--- config.mk ---
export PLATFORM = sky130hd
export DESIGN_NAME = xor_checked_frame_receiver
export DESIGN_NICKNAME = d
export VERILOG_FILES = /design/src/rtl/xcfr_pkg.sv /design/src/rtl/xor_checked_frame_receiver.sv
export SDC_FILE = /design/constraint.sdc
export NUM_CORES = 2
export LEC_CHECK = 0
export ABC_AREA = 1
export BUFFER_PORTS_ARGS = -buffer_cell sky130_fd_sc_hd__buf_2
export CORE_MARGIN = 4
export CORE_UTILIZATION = 63
export DETAILED_ROUTE_END_ITERATION = 16
export PLACE_DENSITY = 0.79
export REMOVE_ABC_BUFFERS = 1
export SLEW_MARGIN = 20
export SYNTH_ARGS = -nofsm -noshare
export SYNTH_HDL_FRONTEND = slang
export SYNTH_SLANG_ARGS = --single-unit
--- constraint.sdc ---
create_clock -name i_clk -period 6.5 [get_ports i_clk]
set_input_delay 0.65 -clock i_clk [delete_from_list [all_inputs] [get_ports i_clk]]
set_output_delay 0.65 -clock i_clk [all_outputs]
set_load 0.03 [all_outputs]
--- src/rtl/xcfr_pkg.sv ---
// ----------------------------------------------------------------------------
// XOR-checked frame receiver package
// Shared constants, codes and types for the frame receiver.
// ----------------------------------------------------------------------------
`default_nettype none

package xcfr_pkg;

    // payload buffer, power of two
    localparam int PAYLOAD_DEPTH = 256;
    localparam int ADDR_W        = $clog2(PAYLOAD_DEPTH);

    localparam int BYTE_W   = 8;
    localparam int KIND_W   = 2;
    localparam int CFG_IDX_W = 2;

    typedef logic [BYTE_W-1:0]    t_byte;
    typedef logic [KIND_W-1:0]    t_kind;
    typedef logic [CFG_IDX_W-1:0] t_cfg_idx;
    typedef logic [ADDR_W-1:0]    t_addr;

    localparam t_kind KIND_LINE    = 2'd0;
    localparam t_kind KIND_READ    = 2'd1;
    localparam t_kind KIND_RESTART = 2'd2;

    localparam t_cfg_idx CFG_HEADER = 2'd0;
    localparam t_cfg_idx CFG_END    = 2'd1;
    localparam t_cfg_idx CFG_MAX    = 2'd2;

    localparam t_byte HEADER_RST = 8'hAA;
    localparam t_byte END_RST    = 8'h55;
    localparam t_byte MAX_RST    = 8'd200;

    typedef enum logic [2:0] {
        PH_HUNT = 3'd0,
        PH_CMD  = 3'd1,
        PH_LEN  = 3'd2,
        PH_DATA = 3'd3,
        PH_XOR  = 3'd4,
        PH_END  = 3'd5
    } t_phase;

endpackage

`default_nettype wire

--- src/rtl/xor_checked_frame_receiver.sv ---
// An accepted item passes the input register, then the result register.
// Throughput: one item per cycle unless the result channel stalls; the parser step
// and the buffer port take one line byte, one read or one restart each clock.
// Reset (synchronous, i_rst_n low): parser back to hunt, held fields zero,
// registers to 0xAA / 0x55 / 200, both stages empty. Buffer is not cleared.
// ----------------------------------------------------------------------------
// XOR-checked frame receiver
// Length-prefixed frame parser with XOR check and a payload buffer.
// ----------------------------------------------------------------------------
`default_nettype none

module xor_checked_frame_receiver (
    input  wire                      i_clk,
    input  wire                      i_rst_n,
    // configuration
    input  wire                      i_cfg_we,
    input  wire xcfr_pkg::t_cfg_idx  i_cfg_index,
    input  wire xcfr_pkg::t_byte     i_cfg_wdata,
    // input channel
    input  wire                      i_in_valid,
    output logic                     o_in_ready,
    input  wire xcfr_pkg::t_kind     i_kind,
    input  wire xcfr_pkg::t_byte     i_byte_in,
    input  wire xcfr_pkg::t_byte     i_read_index,
    // result channel
    output logic                     o_out_valid,
    input  wire                      i_out_ready,
    output logic                     o_frame_ok,
    output xcfr_pkg::t_byte          o_frame_cmd,
    output xcfr_pkg::t_byte          o_frame_len,
    output xcfr_pkg::t_byte          o_read_byte
);
    import xcfr_pkg::*;

    // config
    t_byte  r_header, r_end, r_max;

    // input stage
    logic   r_s1_valid;
    t_kind  r_s1_kind;
    t_byte  r_s1_byte;
    t_byte  r_s1_idx;

    // parser state
    t_phase r_phase, n_phase;
    t_byte  r_cmd, n_cmd;
    t_byte  r_len, n_len;
    t_byte  r_fill, n_fill;
    t_byte  r_xor, n_xor;

    // result stage
    logic   r_out_valid;
    logic   r_out_ok;
    t_byte  r_out_cmd;
    t_byte  r_out_len;
    logic   r_out_is_read;
    t_byte  r_rd_data;

    t_byte  r_store [PAYLOAD_DEPTH];

    logic   w_out_free, w_adv, w_accept, w_line;
    logic   w_wr_en, w_frame_ok;
    t_phase w_reject_phase;
    t_byte  w_fill_inc;

    assign w_out_free = !r_out_valid || i_out_ready;
    assign w_adv      = r_s1_valid && w_out_free;
    assign o_in_ready = !r_s1_valid || w_out_free;
    assign w_accept   = i_in_valid && o_in_ready;
    assign w_line     = w_adv && (r_s1_kind == KIND_LINE);

    assign w_reject_phase = (r_s1_byte == r_header) ? PH_CMD : PH_HUNT;
    assign w_fill_inc     = r_fill + 8'd1;

    // configuration registers
    always_ff @(posedge i_clk) begin
        if (!i_rst_n) begin
            r_header <= HEADER_RST;
            r_end    <= END_RST;
            r_max    <= MAX_RST;
        end else if (i_cfg_we) begin
            unique case (i_cfg_index)
                CFG_HEADER: r_header <= i_cfg_wdata;
                CFG_END:    r_end    <= i_cfg_wdata;
                CFG_MAX:    r_max    <= i_cfg_wdata;
                default: ;
            endcase
        end
    end

    // input register
    always_ff @(posedge i_clk) begin
        if (!i_rst_n) begin
            r_s1_valid <= 1'b0;
        end else if (w_accept) begin
            r_s1_valid <= 1'b1;
        end else if (w_adv) begin
            r_s1_valid <= 1'b0;
        end
    end

    always_ff @(posedge i_clk) begin
        if (w_accept) begin
            r_s1_kind <= i_kind;
            r_s1_byte <= i_byte_in;
            r_s1_idx  <= i_read_index;
        end
    end

    // next phase
    always_comb begin
        n_phase = r_phase;
        if (w_line) begin
            unique case (r_phase)
                PH_CMD:  n_phase = PH_LEN;
                PH_LEN: begin
                    if (r_s1_byte > r_max) begin
                        n_phase = w_reject_phase;
                    end else if (r_s1_byte == 8'd0) begin
                        n_phase = PH_XOR;
                    end else begin
                        n_phase = PH_DATA;
                    end
                end
                PH_DATA: begin
                    if (w_fill_inc == r_len) begin
                        n_phase = PH_XOR;
                    end
                end
                PH_XOR:  n_phase = (r_s1_byte != r_xor) ? w_reject_phase : PH_END;
                PH_END:  n_phase = (r_s1_byte == r_end) ? PH_HUNT : w_reject_phase;
                default: n_phase = (r_s1_byte == r_header) ? PH_CMD : PH_HUNT;
            endcase
        end else if (w_adv && (r_s1_kind == KIND_RESTART)) begin
            n_phase = PH_HUNT;
        end
    end

    // held fields, buffer write, frame done
    always_comb begin
        n_cmd      = r_cmd;
        n_len      = r_len;
        n_fill     = r_fill;
        n_xor      = r_xor;
        w_wr_en    = 1'b0;
        w_frame_ok = 1'b0;
        if (w_line) begin
            unique case (r_phase)
                PH_CMD:  n_cmd = r_s1_byte;
                PH_LEN: begin
                    if (r_s1_byte <= r_max) begin
                        n_len  = r_s1_byte;
                        n_fill = 8'd0;
                        n_xor  = 8'd0;
                    end
                end
                PH_DATA: begin
                    w_wr_en = 1'b1;
                    n_xor   = r_xor ^ r_s1_byte;
                    n_fill  = w_fill_inc;
                end
                PH_END:  w_frame_ok = (r_s1_byte == r_end);
                default: ;
            endcase
        end
    end

    always_ff @(posedge i_clk) begin
        if (!i_rst_n) begin
            r_phase <= PH_HUNT;
            r_cmd   <= '0;
            r_len   <= '0;
            r_fill  <= '0;
            r_xor   <= '0;
        end else begin
            r_phase <= n_phase;
            r_cmd   <= n_cmd;
            r_len   <= n_len;
            r_fill  <= n_fill;
            r_xor   <= n_xor;
        end
    end

    // payload buffer, registered read
    always_ff @(posedge i_clk) begin
        if (w_wr_en) begin
            r_store[ADDR_W'(r_fill)] <= r_s1_byte;
        end
        if (w_adv) begin
            r_rd_data <= r_store[ADDR_W'(r_s1_idx)];
        end
    end

    // result register
    always_ff @(posedge i_clk) begin
        if (!i_rst_n) begin
            r_out_valid <= 1'b0;
        end else if (w_adv) begin
            r_out_valid <= 1'b1;
        end else if (i_out_ready) begin
            r_out_valid <= 1'b0;
        end
    end

    always_ff @(posedge i_clk) begin
        if (w_adv) begin
            r_out_ok      <= w_frame_ok;
            r_out_cmd     <= w_frame_ok ? r_cmd : 8'd0;
            r_out_len     <= w_frame_ok ? r_len : 8'd0;
            r_out_is_read <= (r_s1_kind == KIND_READ);
        end
    end

    assign o_out_valid = r_out_valid;
    assign o_frame_ok  = r_out_ok;
    assign o_frame_cmd = r_out_cmd;
    assign o_frame_len = r_out_len;
    assign o_read_byte = r_out_is_read ? r_rd_data : 8'd0;

endmodule

`default_nettype wire

* Word level (Yosys, flattened, before mapping) *
Memories as Yosys holds them, arrays and structs flattened. A register that Yosys moved wholly into a read port is not among the register bits.
Cells that the tools add are included.

storage, ports and cells
  memories = 1
  bits in writable memories = 2048
  flip-flop bits (word level) = 97
  logic and storage cells = 82
  input bits = 33
  bits in latches = 0
  memory bits (read-only) = 0

memories
  memory   depth  bits a word  rd ports  clocked after memory_dff  wr ports  RTL line                          source
  r_store  256    8            1         1                         1         xor_checked_frame_receiver.sv:59  t_byte r_store [PAYLOAD_DEPTH];

operators by class
  divide/modulo/power cells = 0
  multiplexer cells = 23
  shift operators = 0
  add/sub/neg operators = 1
  magnitude comparators = 2
  reduce and logical (&&, ||, !) cells = 22
  bitwise operators = 1
  equal/unequal tests = 15
  $mul = 0

operators by type and width
  operator                                        count
  one-hot mux 8 bit (2 select lines)              2
  == test 8 bit                                   3
  2-to-1 mux 3 bit                                7
  2-to-1 mux 8 bit                                2
  one-hot mux 3 bit (5 select lines)              1
  2-to-1 mux 1 bit                                11
  AND reduction 2 bit                             5
  adder 8 x 1 -> 8 bit (second input constant)    1
  greater-than comparator 8 bit                   1
  less-or-equal comparator 8 bit                  1
  logical NOT 8 bit                               1
  inequality test 8 bit                           1
  nonzero test 2 bit                              4
  bitwise XOR 8 bit                               1
  == test 3 x 2 -> 1 bit (second input constant)  2
  == test 3 bit (second input constant)           2
  AND reduction 3 bit                             2
  == test 2 x 1 -> 1 bit (second input constant)  2
  == test 2 bit (second input constant)           2
  logical AND 1 bit                               4
  logical NOT 2 bit                               2
  == test 3 x 1 -> 1 bit (second input constant)  1
  inequality test 3 bit (second input constant)   1
  logical NOT 1 bit                               2
  2 further kinds                                 3

* Depth between registers and ports, before layout *
  word-level depth = 7
  gate-level depth with buffers = 15
  depth with buffers taken out = 15

* Worst setup path after synthesis *
No wires, ideal clock.

  path kind = flip-flop to flip-flop
  start point = register r_s1_byte[0]
  end point = register r_len[5]
  slack = 1.298 ns
  stages on the path, launching flop included = 13
  period minus slack after synthesis = 5.202 ns
  data arrival time = 5.119 ns
  setup time = 0.083 ns
  path buffers = 1
  cells stage by stage = edfxtp_1 -> inv_1 -> ha_1 -> nor2_1 -> o21ai_0 -> nand2_1 -> nand2_1 -> nand2_1 -> nand2_1 -> nand2_1 -> buf_2 -> o21ai_0 -> a21oi_1

between the ends
  word-level cells in the longest chain between the ends = 2

ends and longest elaborated chain
  what                            RTL line                           source
  start: declaration              xor_checked_frame_receiver.sv:41   t_byte r_s1_byte;
  start signal: assignment        xor_checked_frame_receiver.sv:105  r_s1_byte <= i_byte_in;
  less-or-equal comparator 8 bit  xor_checked_frame_receiver.sv:151  if (r_s1_byte <= r_max) begin
  AND reduction 3 bit (no line)   --
  end signal: assignment          xor_checked_frame_receiver.sv:178  r_len <= n_len;
  end: declaration                xor_checked_frame_receiver.sv:47   t_byte r_len, n_len;

No other way between the ends.
A chain may end at the register's enable or synchronous reset.

==> impl_metrics.json <==
{
  "finalClockSkew_ns": 0.0247,
  "ys_seq_area_share_pct": 72.9,
  "cp-end-kind": "flip-flop",
  "io_buffers": 59,
  "clock_path_buffers": 3,
  "grt_pass1_vias": 57900,
  "power_density_nw_per_um2": 295,
  "avgSynthCellArea_um2": 11.7,
  "grtUsageTotal_pct": 31.5,
  "postCtsSetupBuffers": 0,
  "cts_tree": "done",
  "cts_resized": 0,
  "vias": 60300,
  "worstPathMaxFanout": 176,
  "drt.antenna.violating_nets": 0,
  "h-tree-depth": 4,
  "area_growth_pct": 8.21,
  "slew_headroom_pct": 17.7,
  "hold_class": "in -> reg",
  "worstMarginPinSlew_ns": 1.23,
  "synth_edf_count": 2092,
  "placed_cell_area_um2": 88700,
  "core_um2": 138000,
  "worstPathArrival_ns": 4.90,
  "cts_made_buffers": 199,
  "die_area_um2": 145000,
  "grt_max_degree": 221,
  "regArea_um2": 64000,
  "antenna_found_initial": 9,
  "max-vdd-ir-drop_mv": 0.311,
  "final-hold-violation-count": 0,
  "final_area_um2": 95000,
  "power.leakage_uw": 0.0330,
  "fin_nets": 7395,
  "clockRootBuffer": "clkbuf_16",
  "grt-ovfl-total": 0,
  "dr.pass1.iters": 8,
  "tns_ns": 0,
  "post-route-period-util_pct": 64.8,
  "yosys_most_used_dff": "edfxtp_1",
  "via_per_inst": 6.43,
  "drive_gt1_share_pct": 5.86,
  "drt_iter0_drc": 10200,
  "final_max_slew_viol_count": 0,
  "dpl.cell_count": 8993,
  "report.final.setup_viol": 0,
  "cts.sink_count": 2153,
  "drc": 0,
  "fin_crit_ns": 4.21,
  "rows": 136,
  "syn_area_um2": 87800,
  "reg2reg_slack_ns": 2.29,
  "synthCells": 7499,
  "avgRoutedWirePerCell_um": 24.8,
  "clk_latency_ns": 0.84,
  "cap_violations": 0,
  "status": "finished, final reports clean",
  "crit_type": "reg -> reg",
  "yosys_warnings": 0,
  "multi_input_area_um2": 20900,
  "grt_setup_unrepaired": "no",
  "path_clk_slew_ns": 0.07,
  "final_cells": 9374,
  "synthDistinctLibCells": 27,
  "die_w_um": 381,
  "place.gp.congestion": 0.888,
  "required_ns": 7.19,
  "cp-start-kind": "flip-flop",
  "io_pins": 60,
  "dp_hpwl_um": 124000,
  "n_fill_cell": 9113,
  "initial_core_util_pct": 63.6,
  "max_freq_mhz": 238,
  "synth-async-reset-ratio_pct": 0,
  "die_h_um": 381,
  "wl_um": 232000,
  "grt_pass1_wl_um": 348000,
  "ys_ff_latch": 2153
}
-- stage by stage --
stage	utilization, %	hold slack [ns]	worst slack, ns	total power (uW)
5_1_grt	68.9	0.0803	2.19	28800
2_1_floorplan	-	0.435	-37.15	16900
3_3_place_gp	64.3	0.449	2.58	17100
6_report	68.9	0.0862	2.29	28100
3_5_place_dp	64.3	0.464	2.51	17200
4_1_cts	68.8	0.0422	2.50	28000
-- cell families after synthesis --
logic type / synth area share, %
buf+inv: 3.30
xor+xnor: 0.239
flops: 72.9
compound gates: 0.564
simple gates: 22.8
fa+ha+maj: 0.171
-- worst max-delay path, cell delays in order, from the launching register on --
cell      delay (ns)
edfxtp_1        0.64
buf_12          0.57
buf_4           0.79
buf_4           0.58
nand2_1         0.13
nand3_1         0.12
nand3_1         0.11
nand3_1         0.16
nand3_1         0.13
nand3_1         0.18
nand3_1         0.11
nand2_1         0.09
nand2_1         0.06
nand2_1         0.09
-- power by group --
part | leakage [uW] | switching [uW] | internal, uW
clock network | 0.00301 | 4980 | 6150
registers | 0.0193 | 26.3 | 15200
logic | 0.0107 | 1290 | 390
total | 0.0330 | 6290 | 21800
-- area by class of cell --
| cell class | instances | share of cell area (%) |
|---|---|---|
| sequential | 2153 | 67.4 |
| timing repair buffer | 147 | 1.32 |
| clock inverter | 99 | 0.852 |
| antenna | 5 | 0.0132 |
| tap | 1863 | 2.45 |
| clock buffer | 258 | 5.58 |
| inverter | 92 | 0.399 |
| multi-input combinational | 4757 | 22.0 |
-- layout by cell type, fill, tap and decap left out, types with 20 or more instances in the layout --
cell type  instances
dfxtp_1           61
buf_2             59
nand3_1         2050
clkinv_2          45
edfxtp_1        2092
nor2_1           335
xnor2_1           20
clkbuf_16        203
clkinv_1          28
nand2_1         2203
o21ai_0           55
a21oi_1           38
inv_1             82
buf_4             50
clkbuf_1          53
-- cell usage after synthesis (6+ instances only) --
cell type / n / area (um^2)
a21oi_1: 38 / 190
buf_1: 49 / 184
buf_2: 247 / 1240
buf_4: 71 / 533
buf_6: 15 / 169
clkbuf_1: 115 / 432
dfxtp_1: 61 / 1220
edfxtp_1: 2092 / 62800
ha_1: 12 / 150
inv_1: 84 / 315
inv_2: 6 / 22.5
nand2_1: 2204 / 8270
nand2_2: 14 / 87.6
nand3_1: 2053 / 10300
nor2_1: 335 / 1260
nor3_1: 7 / 35.0
o21ai_0: 55 / 275
xnor2_1: 20 / 175
-- state kept, by name (all words and copies together), names as in the netlist --
name	cells
r_store	2048
o_frame_cmd	8
o_frame_len	8
r_cmd	8
r_end	8
r_fill	8
r_header	8
r_len	8
r_max	8
r_rd_data	8
r_s1_byte	8
r_s1_idx	8
r_xor	8
r_phase	3
r_s1_kind	2
o_frame_ok	1
o_out_valid	1
r_out_is_read	1
r_s1_valid	1
-- worst paths after layout --
path,from,endpoint,cells after the start
worst max-delay path,r_s1_idx[0],r_rd_data[5],13
worst min-delay path,i_cfg_wdata[6],r_end[6],3
worst max register to register,r_s1_idx[0],r_rd_data[5],13
worst min register to register,r_max[4],r_max[4],2
-- per-layer routing --
layer	track usage (%)	vias up	part of all wire [%]
met1	42.6	28800	36
met5	0	-	0.025
li1	-	26200	-
met4	14.8	8	4.9
met3	7.96	726	13
met2	48.5	4509	46
-- repair_timing --
item                       in CTS  in global routing
setup endpoints to repair       0                  0
hold buffers                   18                  0
hold endpoints to repair       18                  0
(Power assumes the default switching activity.)
